**config.mk**
```make
export PLATFORM = sky130hd
export DESIGN_NAME = multi_channel_echo_ranger_top
export DESIGN_NICKNAME = d
export VERILOG_FILES = /design/src/sv/mcer_pkg.sv /design/src/sv/multi_channel_echo_ranger_top.sv
export VERILOG_INCLUDE_DIRS = /design/src /design/src/sv
export SDC_FILE = /design/constraint.sdc
export NUM_CORES = 1
export LEC_CHECK = 0
export CORE_MARGIN = 1
export CORE_UTILIZATION = 25
export DETAILED_ROUTE_END_ITERATION = 10
export DONT_BUFFER_PORTS = 1
export PLACE_DENSITY = 0.43
export SYNTH_ARGS = -nofsm -noshare
export SYNTH_HDL_FRONTEND = slang
export SYNTH_SLANG_ARGS = --single-unit
```
**constraint.sdc**
```tcl
create_clock -name clk -period 11.4 [get_ports clk]
set_input_delay 1.14 -clock clk [delete_from_list [all_inputs] [get_ports clk]]
set_output_delay 1.14 -clock clk [all_outputs]
set_load 0.01 [all_outputs]
```
**src/sv/multi_channel_echo_ranger_top_defines.svh**
```systemverilog
// ----------------------------------------------------------------------------
// multi-channel echo ranger assertion macros
// shared property forms for the ranger checks
// ----------------------------------------------------------------------------
`ifndef MULTI_CHANNEL_ECHO_RANGER_TOP_DEFINES_SVH
`define MULTI_CHANNEL_ECHO_RANGER_TOP_DEFINES_SVH

// implication checked outside reset
`define MCER_ASSERT_IMP(label, clk, rst, ante, cons) \
  label: assert property (@(posedge clk) disable iff (rst) (ante) |-> (cons)) \
    else $error("ranger check failed");

// next-cycle implication, also checked across reset
`define MCER_ASSERT_NEXT(label, clk, ante, cons) \
  label: assert property (@(posedge clk) (ante) |=> (cons)) \
    else $error("ranger check failed");

`endif

```
**src/sv/mcer_pkg.sv**
```systemverilog
// ----------------------------------------------------------------------------
// mcer_pkg
// types and constants of the multi-channel echo ranger
// ----------------------------------------------------------------------------
package mcer_pkg;

  typedef enum logic [1:0] {
    PH_IDLE,
    PH_TRIG,
    PH_LISTEN
  } phase_t;

  typedef enum logic [2:0] {
    S_IDLE,
    S_SCAN,
    S_MUL,
    S_FIX,
    S_CHECK,
    S_STATUS,
    S_REPORT
  } state_t;

  localparam int unsigned TRIG_LOW_TICKS  = 5;
  localparam int unsigned TRIG_HIGH_TICKS = 10;
  localparam int unsigned TRIG_TICKS      = TRIG_LOW_TICKS + TRIG_HIGH_TICKS;

  localparam logic [19:0] TIMEOUT_RESET = 20'd30000;

  // distance_cm = us * 17 / 1000, division by a truncated reciprocal
  localparam logic [4:0]  CM_NUM      = 5'd17;
  localparam logic [9:0]  CM_DEN      = 10'd1000;
  localparam int unsigned RECIP_SHIFT = 30;
  localparam logic [20:0] RECIP_MUL   = 21'((64'd1 << RECIP_SHIFT) / 64'd1000);

endpackage

```
**src/sv/multi_channel_echo_ranger_top.sv**
```systemverilog
// ----------------------------------------------------------------------------
// multi_channel_echo_ranger_top
// pulse-width echo ranger for several ultrasonic channels
//
// input channel (in_valid/in_stall): kind 0 starts a measurement, kind 1 is
// one microsecond tick carrying echo_levels, bit i for channel i.
// output channel (out_valid/out_stall): status and report items.
// every input item yields one status item, except the listen tick that
// closes a measurement, which yields CHANNELS report items, last on the final.
// timeout_us is to be written through cfg_wr_en/cfg_wr_data while idle; the
// block does not enforce it. start, idle and trigger ticks pass through the
// status state to the output register. a listen tick walks the channels one
// per cycle, and every channel whose echo falls adds the mul and fix steps on
// the shared reciprocal multiplier, then check and status follow. when the
// measurement closes, status gives way to mul and fix for the timeout
// distance, then to reporting. in_stall is high for the whole walk.
// reset returns to idle with timeout_us at 30000 and the output register empty.
// while out_stall is high the held item stays and the sequencer waits.
// ----------------------------------------------------------------------------
`include "multi_channel_echo_ranger_top_defines.svh"

module multi_channel_echo_ranger_top #(
  parameter int CHANNELS = 4
) (
  input  logic        clk,
  input  logic        rst,
  input  logic        cfg_wr_en,
  input  logic [19:0] cfg_wr_data,
  input  logic        in_valid,
  output logic        in_stall,
  input  logic        kind,
  input  logic [7:0]  echo_levels,
  output logic        out_valid,
  input  logic        out_stall,
  output logic        trigger_level,
  output logic        busy_res,
  output logic        report_valid,
  output logic [2:0]  channel,
  output logic [14:0] distance_cm,
  output logic        timed_out,
  output logic        last
);

  localparam int CH_W = (CHANNELS > 1) ? $clog2(CHANNELS) : 1;
  localparam logic [CH_W-1:0] CH_LAST = CH_W'(CHANNELS - 1);

  mcer_pkg::state_t state, state_next;
  mcer_pkg::phase_t phase;

  logic [19:0]         timeout_us;
  logic [19:0]         tick_count;
  logic [CHANNELS-1:0] seen;
  logic [CHANNELS-1:0] fin;
  logic [19:0]         rise_time [CHANNELS];
  logic [14:0]         chan_dist [CHANNELS];
  logic [3:0]          fin_count;
  logic [CH_W-1:0]     ch;
  logic [7:0]          lv;
  logic [19:0]         opnd;
  logic                dflt_mode;
  logic [24:0]         prod_x;
  logic [45:0]         prod;
  logic [14:0]         dflt_dist;
  logic                stat_trig;
  logic                stat_busy;

  logic        out_free;
  logic        out_load;
  logic        high;
  logic        rise_now;
  logic        fin_now;
  logic [19:0] tick_inc;
  logic        done_now;
  logic [24:0] x;
  logic [14:0] q;
  logic [24:0] qk;
  logic [24:0] r;
  logic [14:0] dist_q;

  assign in_stall = (state != mcer_pkg::S_IDLE);
  assign out_free = !out_valid || !out_stall;
  assign out_load = out_free && (state == mcer_pkg::S_STATUS || state == mcer_pkg::S_REPORT);
  assign high     = lv[3'(ch)];
  assign rise_now = !seen[ch] && high;
  assign fin_now  = seen[ch] && !fin[ch] && !high;
  assign tick_inc = tick_count + 20'd1;
  assign done_now = (fin_count >= 4'(CHANNELS)) || (tick_inc >= timeout_us);

  // shared ranging unit: x = us * 17, then q = x / 1000 with one correction
  assign x      = 25'(opnd) * 25'(mcer_pkg::CM_NUM);
  assign q      = prod[mcer_pkg::RECIP_SHIFT +: 15];
  assign qk     = 25'(q) * 25'(mcer_pkg::CM_DEN);
  assign r      = prod_x - qk;
  assign dist_q = (r >= 25'(mcer_pkg::CM_DEN)) ? q + 15'd1 : q;

  always_ff @(posedge clk) begin
    if (rst) begin
      state <= mcer_pkg::S_IDLE;
    end else begin
      state <= state_next;
    end
  end

  always_comb begin
    state_next = state;
    unique case (state)
      mcer_pkg::S_IDLE: begin
        if (in_valid) begin
          if (kind && phase == mcer_pkg::PH_LISTEN) begin
            state_next = mcer_pkg::S_SCAN;
          end else begin
            state_next = mcer_pkg::S_STATUS;
          end
        end
      end
      mcer_pkg::S_SCAN: begin
        if (fin_now) begin
          state_next = mcer_pkg::S_MUL;
        end else if (ch == CH_LAST) begin
          state_next = mcer_pkg::S_CHECK;
        end
      end
      mcer_pkg::S_MUL: begin
        state_next = mcer_pkg::S_FIX;
      end
      mcer_pkg::S_FIX: begin
        if (dflt_mode) begin
          state_next = mcer_pkg::S_REPORT;
        end else if (ch == CH_LAST) begin
          state_next = mcer_pkg::S_CHECK;
        end else begin
          state_next = mcer_pkg::S_SCAN;
        end
      end
      mcer_pkg::S_CHECK: begin
        state_next = done_now ? mcer_pkg::S_MUL : mcer_pkg::S_STATUS;
      end
      mcer_pkg::S_STATUS: begin
        if (out_free) begin
          state_next = mcer_pkg::S_IDLE;
        end
      end
      mcer_pkg::S_REPORT: begin
        if (out_free && ch == CH_LAST) begin
          state_next = mcer_pkg::S_IDLE;
        end
      end
      default: state_next = mcer_pkg::S_IDLE;
    endcase
  end

  always_ff @(posedge clk) begin
    if (rst) begin
      phase      <= mcer_pkg::PH_IDLE;
      tick_count <= '0;
      seen       <= '0;
      fin        <= '0;
      fin_count  <= '0;
      timeout_us <= mcer_pkg::TIMEOUT_RESET;
      dflt_mode  <= 1'b0;
      out_valid  <= 1'b0;
    end else begin
      if (cfg_wr_en) begin
        timeout_us <= cfg_wr_data;
      end
      if (out_valid && !out_stall && !out_load) begin
        out_valid <= 1'b0;
      end
      case (state)
        mcer_pkg::S_IDLE: begin
          if (in_valid) begin
            lv        <= echo_levels;
            ch        <= '0;
            dflt_mode <= 1'b0;
            if (!kind) begin
              stat_busy <= 1'b1;
              if (phase == mcer_pkg::PH_IDLE) begin
                stat_trig  <= 1'b0;
                phase      <= mcer_pkg::PH_TRIG;
                tick_count <= '0;
                seen       <= '0;
                fin        <= '0;
                fin_count  <= '0;
              end else begin
                stat_trig <= (phase == mcer_pkg::PH_TRIG) &&
                             (tick_count > 20'(mcer_pkg::TRIG_LOW_TICKS));
              end
            end else if (phase == mcer_pkg::PH_IDLE) begin
              stat_busy <= 1'b0;
              stat_trig <= 1'b0;
            end else if (phase == mcer_pkg::PH_TRIG) begin
              stat_busy <= 1'b1;
              stat_trig <= (tick_count >= 20'(mcer_pkg::TRIG_LOW_TICKS));
              if (tick_inc >= 20'(mcer_pkg::TRIG_TICKS)) begin
                phase      <= mcer_pkg::PH_LISTEN;
                tick_count <= '0;
              end else begin
                tick_count <= tick_inc;
              end
            end
          end
        end
        mcer_pkg::S_SCAN: begin
          if (rise_now) begin
            rise_time[ch] <= tick_count;
            seen[ch]      <= 1'b1;
          end
          if (fin_now) begin
            opnd <= tick_count - rise_time[ch];
          end else if (ch != CH_LAST) begin
            ch <= ch + CH_W'(1);
          end
        end
        mcer_pkg::S_MUL: begin
          prod_x <= x;
          prod   <= 46'(x) * 46'(mcer_pkg::RECIP_MUL);
        end
        mcer_pkg::S_FIX: begin
          if (dflt_mode) begin
            dflt_dist <= dist_q;
            ch        <= '0;
          end else begin
            chan_dist[ch] <= dist_q;
            fin[ch]       <= 1'b1;
            fin_count     <= fin_count + 4'd1;
            if (ch != CH_LAST) begin
              ch <= ch + CH_W'(1);
            end
          end
        end
        mcer_pkg::S_CHECK: begin
          if (done_now) begin
            phase      <= mcer_pkg::PH_IDLE;
            tick_count <= '0;
            opnd       <= timeout_us;
            dflt_mode  <= 1'b1;
          end else begin
            tick_count <= tick_inc;
            stat_trig  <= 1'b0;
            stat_busy  <= 1'b1;
          end
        end
        mcer_pkg::S_STATUS: begin
          if (out_free) begin
            out_valid     <= 1'b1;
            trigger_level <= stat_trig;
            busy_res      <= stat_busy;
            report_valid  <= 1'b0;
            channel       <= '0;
            distance_cm   <= '0;
            timed_out     <= 1'b0;
            last          <= 1'b1;
          end
        end
        mcer_pkg::S_REPORT: begin
          if (out_free) begin
            out_valid     <= 1'b1;
            trigger_level <= 1'b0;
            busy_res      <= 1'b0;
            report_valid  <= 1'b1;
            channel       <= 3'(ch);
            distance_cm   <= fin[ch] ? chan_dist[ch] : dflt_dist;
            timed_out     <= !fin[ch];
            last          <= (ch == CH_LAST);
            if (ch != CH_LAST) begin
              ch <= ch + CH_W'(1);
            end
          end
        end
        default: begin
        end
      endcase
    end
  end

  // report items close a measurement
  `MCER_ASSERT_IMP(a_report_not_busy, clk, rst, out_valid && report_valid, !busy_res && !trigger_level)
  // timed-out flag only rides on reports
  `MCER_ASSERT_IMP(a_timeout_on_report, clk, rst, out_valid && timed_out, report_valid)
  // finished channels never exceed the channel count
  `MCER_ASSERT_IMP(a_fin_count_range, clk, rst, 1'b1, fin_count <= 4'(CHANNELS))
  // reset leaves idle with nothing on the output
  `MCER_ASSERT_NEXT(a_reset_idle, clk, rst, phase == mcer_pkg::PH_IDLE && !out_valid)

endmodule
```
== Word level (Yosys, flattened, before mapping) ==
Memories as Yosys holds them, arrays and structs flattened. A register that Yosys moved wholly into a read port is not among the register bits.
Cells that the tools add are included.
Widths: inputs -> output; s select.
Storage, ports and cells
  memories: 2
  word-level logic and storage cells: 216
  ROM bits: 0
  memory bits (writable): 140
  flip-flop bits (word level): 195
  output and inout port bits: 25
  bits in latches: 0
Operators by class
  bitwise logic cells: 3
  add/subtract/negate cells: 6
  muxes and demuxes: 99
  shift operators: 0
  order comparisons: 9
  multipliers: 3
  eq/ne operators: 28
  divide/modulo/power cells: 0
  reductions and logical operators: 42
Memory list
  rise_time: words 4, bits a word 20, rd ports 1, clocked after memory_dff 1, wr ports 1, line multi_channel_echo_ranger_top.sv:54  | logic [19:0] rise_time [CHANNELS];
  chan_dist: words 4, bits a word 15, rd ports 1, clocked after memory_dff 1, wr ports 1, line multi_channel_echo_ranger_top.sv:55  | logic [14:0] chan_dist [CHANNELS];
Operators by type and width (number)
  $mux 20: 9
  $pmux 20 s2: 2
  $mux 15: 4
  $mul 25x21->45 const B: 1
  $mux 1: 34
  $mux 3: 10
  $pmux 15 s2: 1
  $mux 2: 14
  $ge 25x10->1 const B: 1
  $mul 20x5->25 const B: 1
  $reduce_and 5->1: 5
  $sub 25x25->25: 1
  $mux 4: 6
  $ne 2x2->1 const B: 12
  $pmux 4 s2: 3
  $mul 15x7->22 const B: 1
  $pmux 3 s7: 1
  $add 20x1->20 const B: 1
  $ge 20x20->1: 1
  $ge 20x3->1 const B: 1
  $ge 20x4->1 const B: 1
  $gt 20x3->1 const B: 1
  $sub 20x20->20: 1
  $pmux 1 s2: 8
  35 further kinds: 70

== Longest topological paths before layout ==
  depth after elaboration: 8
  depth in mapped cells: 37
  mapped depth without buffers: 37

== Worst setup path before layout ==
OpenSTA, ideal clock, no wires.
  path kind: register to register
  start: reg opnd[1]
  end: reg prod[44] (data pin)
  buffers on the path: 0
  required time: 11.129 ns
  clock period less this slack: 9.116 ns
  arrival: 8.844 ns
  stages on the path, launching flop included: 38
  slack: 2.284 ns
  path through: edfxtp_1 > ha_1 > ha_1 > inv_1 > fa_1 > nor2b_1 > o21ai_0 > a21boi_0 > o21ai_0 > a21boi_0 > o21ai_0 > a21o_1 > a21oi_1 > a21o_1 > a21oi_1 > xnor2_1 > ha_1 > fa_1 > [2 not listed] > fa_1 > inv_1 > fa_1 > inv_1 > fa_1 > inv_1 > ha_1 > and4_1 > nand3_1 > or3b_2 > o211ai_1 > a21oi_1 > a21boi_0 > a31oi_1 > a211o_1 > o2111ai_1 > a21oi_1 > xor2_1
Between the ends
  word-level cells in the longest chain between the ends: 2
RTL lines
  from (decl): line multi_channel_echo_ranger_top.sv:59  | logic [19:0] opnd;
  from (signal assigned): line multi_channel_echo_ranger_top.sv:209  | opnd <= tick_count - rise_time[ch];
  from (signal assigned): line multi_channel_echo_ranger_top.sv:235  | opnd <= timeout_us;
  $mul 20x5->25: line multi_channel_echo_ranger_top.sv:90  | assign x = 25'(opnd) * 25'(mcer_pkg::CM_NUM);
  named net x[19]: line multi_channel_echo_ranger_top.sv:74  | logic [24:0] x;
  $mul 25x21->45: line multi_channel_echo_ranger_top.sv:216  | prod <= 46'(x) * 46'(mcer_pkg::RECIP_MUL);
  to (signal assigned): line multi_channel_echo_ranger_top.sv:216
  to (decl): line multi_channel_echo_ranger_top.sv:62  | logic [45:0] prod;
The timed path passes the listed nets, and every way through them passes these cells.
A chain may end at the register's enable or synchronous reset.

== Final worst setup path ==
  start: reg opnd[2]
  end: reg prod[44] (data pin)
Same word-level chain as after synthesis.

==> metrics <==
outcome complete, no violations; Logic pwr share 41.3%; top cells by area, synth edfxtp_1, ha_1, fa_1; setup bufs post-CTS 0; via count 16290; Longest Clk Path Bufs 3; Residual DRC 0; total wire length 60980 µm; hold endpoint seen[2]; mux cell area share after synthesis 4.905%; Max VDD drop just over 0.00009 V; Sum Neg Setup Slack 0 ps; Num CTS Buffers 35; Num Clock Sinks 303; CTS Hold Bufs 0; cts repair resizes 0; Placer Congestion approximately 0.84; max-slew violations 0; grt ovf 0; via/cell ratio 4.510; post-DP HPWL 47250 µm; worst slack, placed roughly 1200 ps; Root Buffer clkbuf_16; post-synth top area share 29.19%; Boundary Pins a little under 60; die height 317.6 µm; R2R setup slack 1250 ps; hold_sp seen[2]; RSZ-0062 raised after global routing no; Ys Warns 0; Arr. time, crit path about 10000 ps; die width 317.6 µm; sequential fraction of the synthesis area 34.10%; clk_lat worst skew 540 ps; Cell Pwr Density 151.0 mW/mm²; P_sw 1.528 mW; Cell Area, Synth approximately 0.025 mm²; synthesized net count approximately 2900; Post-Syn Instances 2276; most frequent cell after synthesis inv_1; #FFs+latches synth 303; switching share of total power 36.45%; FF-to-FF Start opnd[2]; htree depth 2; skew final 14.84 ps; CTS tree built; GRT Total Usage between 10% and 20%; fraction of layout cells with a size suffix above 1 6.540%; type of origin of the critical path register; Reg2Reg Depth 37; largest family of logic cells by synthesized area adder cells; Reg power frac 31.6%; Top FF cell, synth edfxtp_1; Synth Area in Compound Gates between 8 and 9%; Final setup viols 0; initial antenna violation count 1; die area 0.1008 mm²; final net count 2890; fin crit period approximately 10000 ps; largest net degree at the start of global routing 38; Post-synth EDFFs 242; DR iter-0 viols 756; leakage dissipation about 12 nW; vias in the first global route 17240; first-pass GRT wire length 96760 µm; Synth Area in XOR/XNOR 3.835%; post-synthesis cell type count between 70 and 80; Clk network pwr share 27.0%; crit share post-route between 80 and 90%; ANT cells 0; Yosys top cell by area edfxtp_1; Worst path slowest cell a2111oi_0; antenna-violating nets left 0; fillers roughly 10000; simple-gate share of the synthesized area ~8.7%; P_int 2.664 mW; Worst Hold Class register to register; WHS Path Cells 2; Core ar. 0.09856 mm²; worst slew pin tran 1111 ps; Final Core Density 28.18%; Mean Syn Cell Area 10.94 µm²; CP Class register to register; PortBufs 0; fmax 98.55 MHz; final worst setup slack between 1000 and 1500 ps; worst-path maximum fanout 9; Cell Rows roughly 120; r2r endpoint prod[44]; Async SR Flop Fraction 0%; maxcap violations 0; Commonest cells post-synth inv_1, ha_1, edfxtp_1; CP Data Required Time 11680 ps; DR pass1 iterations 5; max incr delay on CP 650 ps; Layout area overhead 11.56%; Hold Vio Cnt, Final 0; max_slew headroom 25.64%; routed wire length per instance 16.89 µm; post-synthesis adder-cell area fraction 33.11%; starting density of the core 25.26%; critical path endpoint category register; Clock Pin Slew Worst Setup and Hold Paths 60 ps
per-stage QoR:
step | hold WS (ps) | total power, mW | area [µm²] | cells
finish | 471.3 | 4.192 | 27770 | 3611
global route | 495.8 | 4.534 | 27770 | 3611
floorplan | 431.5 | 2.638 | 24900 | 2276
detailed placement | 457.9 | 3.101 | 26630 | 3548
CTS | 474.8 | 4.272 | 27770 | 3611
global placement | 441.0 | 3.096 | 26630 | 3548
power by group through the flow:
stage | Combinational [mW] | Sequential (mW) | Clock [mW]
detailed placement | 1.75 | 1.35 | 0
global route | 1.99 | 1.33 | 1.21
CTS | 1.77 | 1.33 | 1.17
finish | 1.73 | 1.33 | 1.13
floorplan | 1.34 | 1.30 | 0
global placement | 1.75 | 1.35 | 0
state kept, by name, indices dropped and copies added, names as in the netlist, 2 cells and up, named ones only:
name         cells
fin_count        4
fin              4
prod            15
channel          2
seen             4
prod_x          22
chan_dist       60
rise_time       80
state            3
distance_cm     15
tick_count      20
ch               2
phase            2
lv               4
timeout_us      20
dflt_dist       15
opnd            20
cells in the final DEF, fill, tap and decap left out, types with 10 or more instances in the layout:
| master | n |
|---|---|
| xnor2_1 | 64 |
| nand2_1 | 105 |
| mux2i_1 | 32 |
| nand2b_1 | 23 |
| and3_1 | 12 |
| nor2_1 | 148 |
| xor2_1 | 43 |
| clkbuf_1 | 10 |
| buf_4 | 32 |
| o21ai_0 | 69 |
| nand3_1 | 46 |
| nor2b_1 | 12 |
| a21o_1 | 40 |
| clkbuf_16 | 36 |
| o21a_1 | 12 |
| dfxtp_1 | 59 |
| nor3_1 | 28 |
| a31oi_1 | 13 |
| a211oi_1 | 11 |
| inv_1 | 401 |
| fa_1 | 168 |
| nor4_1 | 12 |
| a21oi_1 | 88 |
| o211ai_1 | 14 |
| mux4_2 | 38 |
| or3_1 | 12 |
| edfxtp_1 | 242 |
| nand4_1 | 11 |
| ha_1 | 390 |
worst max-delay path, delay by kind of cell (launching register included):
family	cells	cell delay [ps]
flip-flops	1	350
AND/OR/NAND/NOR	3	910
XOR/XNOR	1	150
adder cells (fa/ha/maj)	9	3620
buffers and inverters	7	750
AO/OA/AOI/OAI	17	4090
per-layer routing:
layer / vias up / global-route usage (%) / part of all wire (%)
met3: 67 / 1.764 / 3.3
met5: - / 0 / 0
met4: 0 / 2.373 / 1.7
met2: 242 / 20.49 / 47
li1: 7946 / - / -
met1: 8032 / 16.57 / 48
layout make-up:
| cell class | instances | area, µm² | share of cell area [%] |
|---|---|---|---|
| Inverter | 402 | 1509 | 5.433 |
| Timing Repair Buffer | 32 | 240.2 | 0.8650 |
| Clock buffer | 49 | 979.7 | 3.528 |
| Multi-Input combinational cell | 1524 | 14780 | 53.21 |
| Sequential cell | 303 | 8491 | 30.57 |
| Tap cell | 1287 | 1610 | 5.798 |
| Clock inverter | 14 | 163.9 | 0.5902 |
logic make-up (layout without fill, tap and decap cells):
logic type	after synthesis	in the layout
compound gates	327	327
xor+xnor	109	109
fa+ha+maj	558	558
buf+inv	449	497
flops	303	303
mux	74	74
other cells	1	1
simple gates	455	455
how the worst max path moves through the flow:
stage          cells past startpoint     from  slack, ps  endpoint
5_1_grt                           37  opnd[2]        550  prod[44]
2_1_floorplan                     37  opnd[1]       2280  prod[44]
3_3_place_gp                      37  opnd[2]       1320  prod[44]
3_5_place_dp                      37  opnd[2]       1230  prod[44]
6_report                          37  opnd[2]       1250  prod[44]
4_1_cts                           37  opnd[2]       1180  prod[44]
Note: power is estimated with default switching activity, not from simulation.
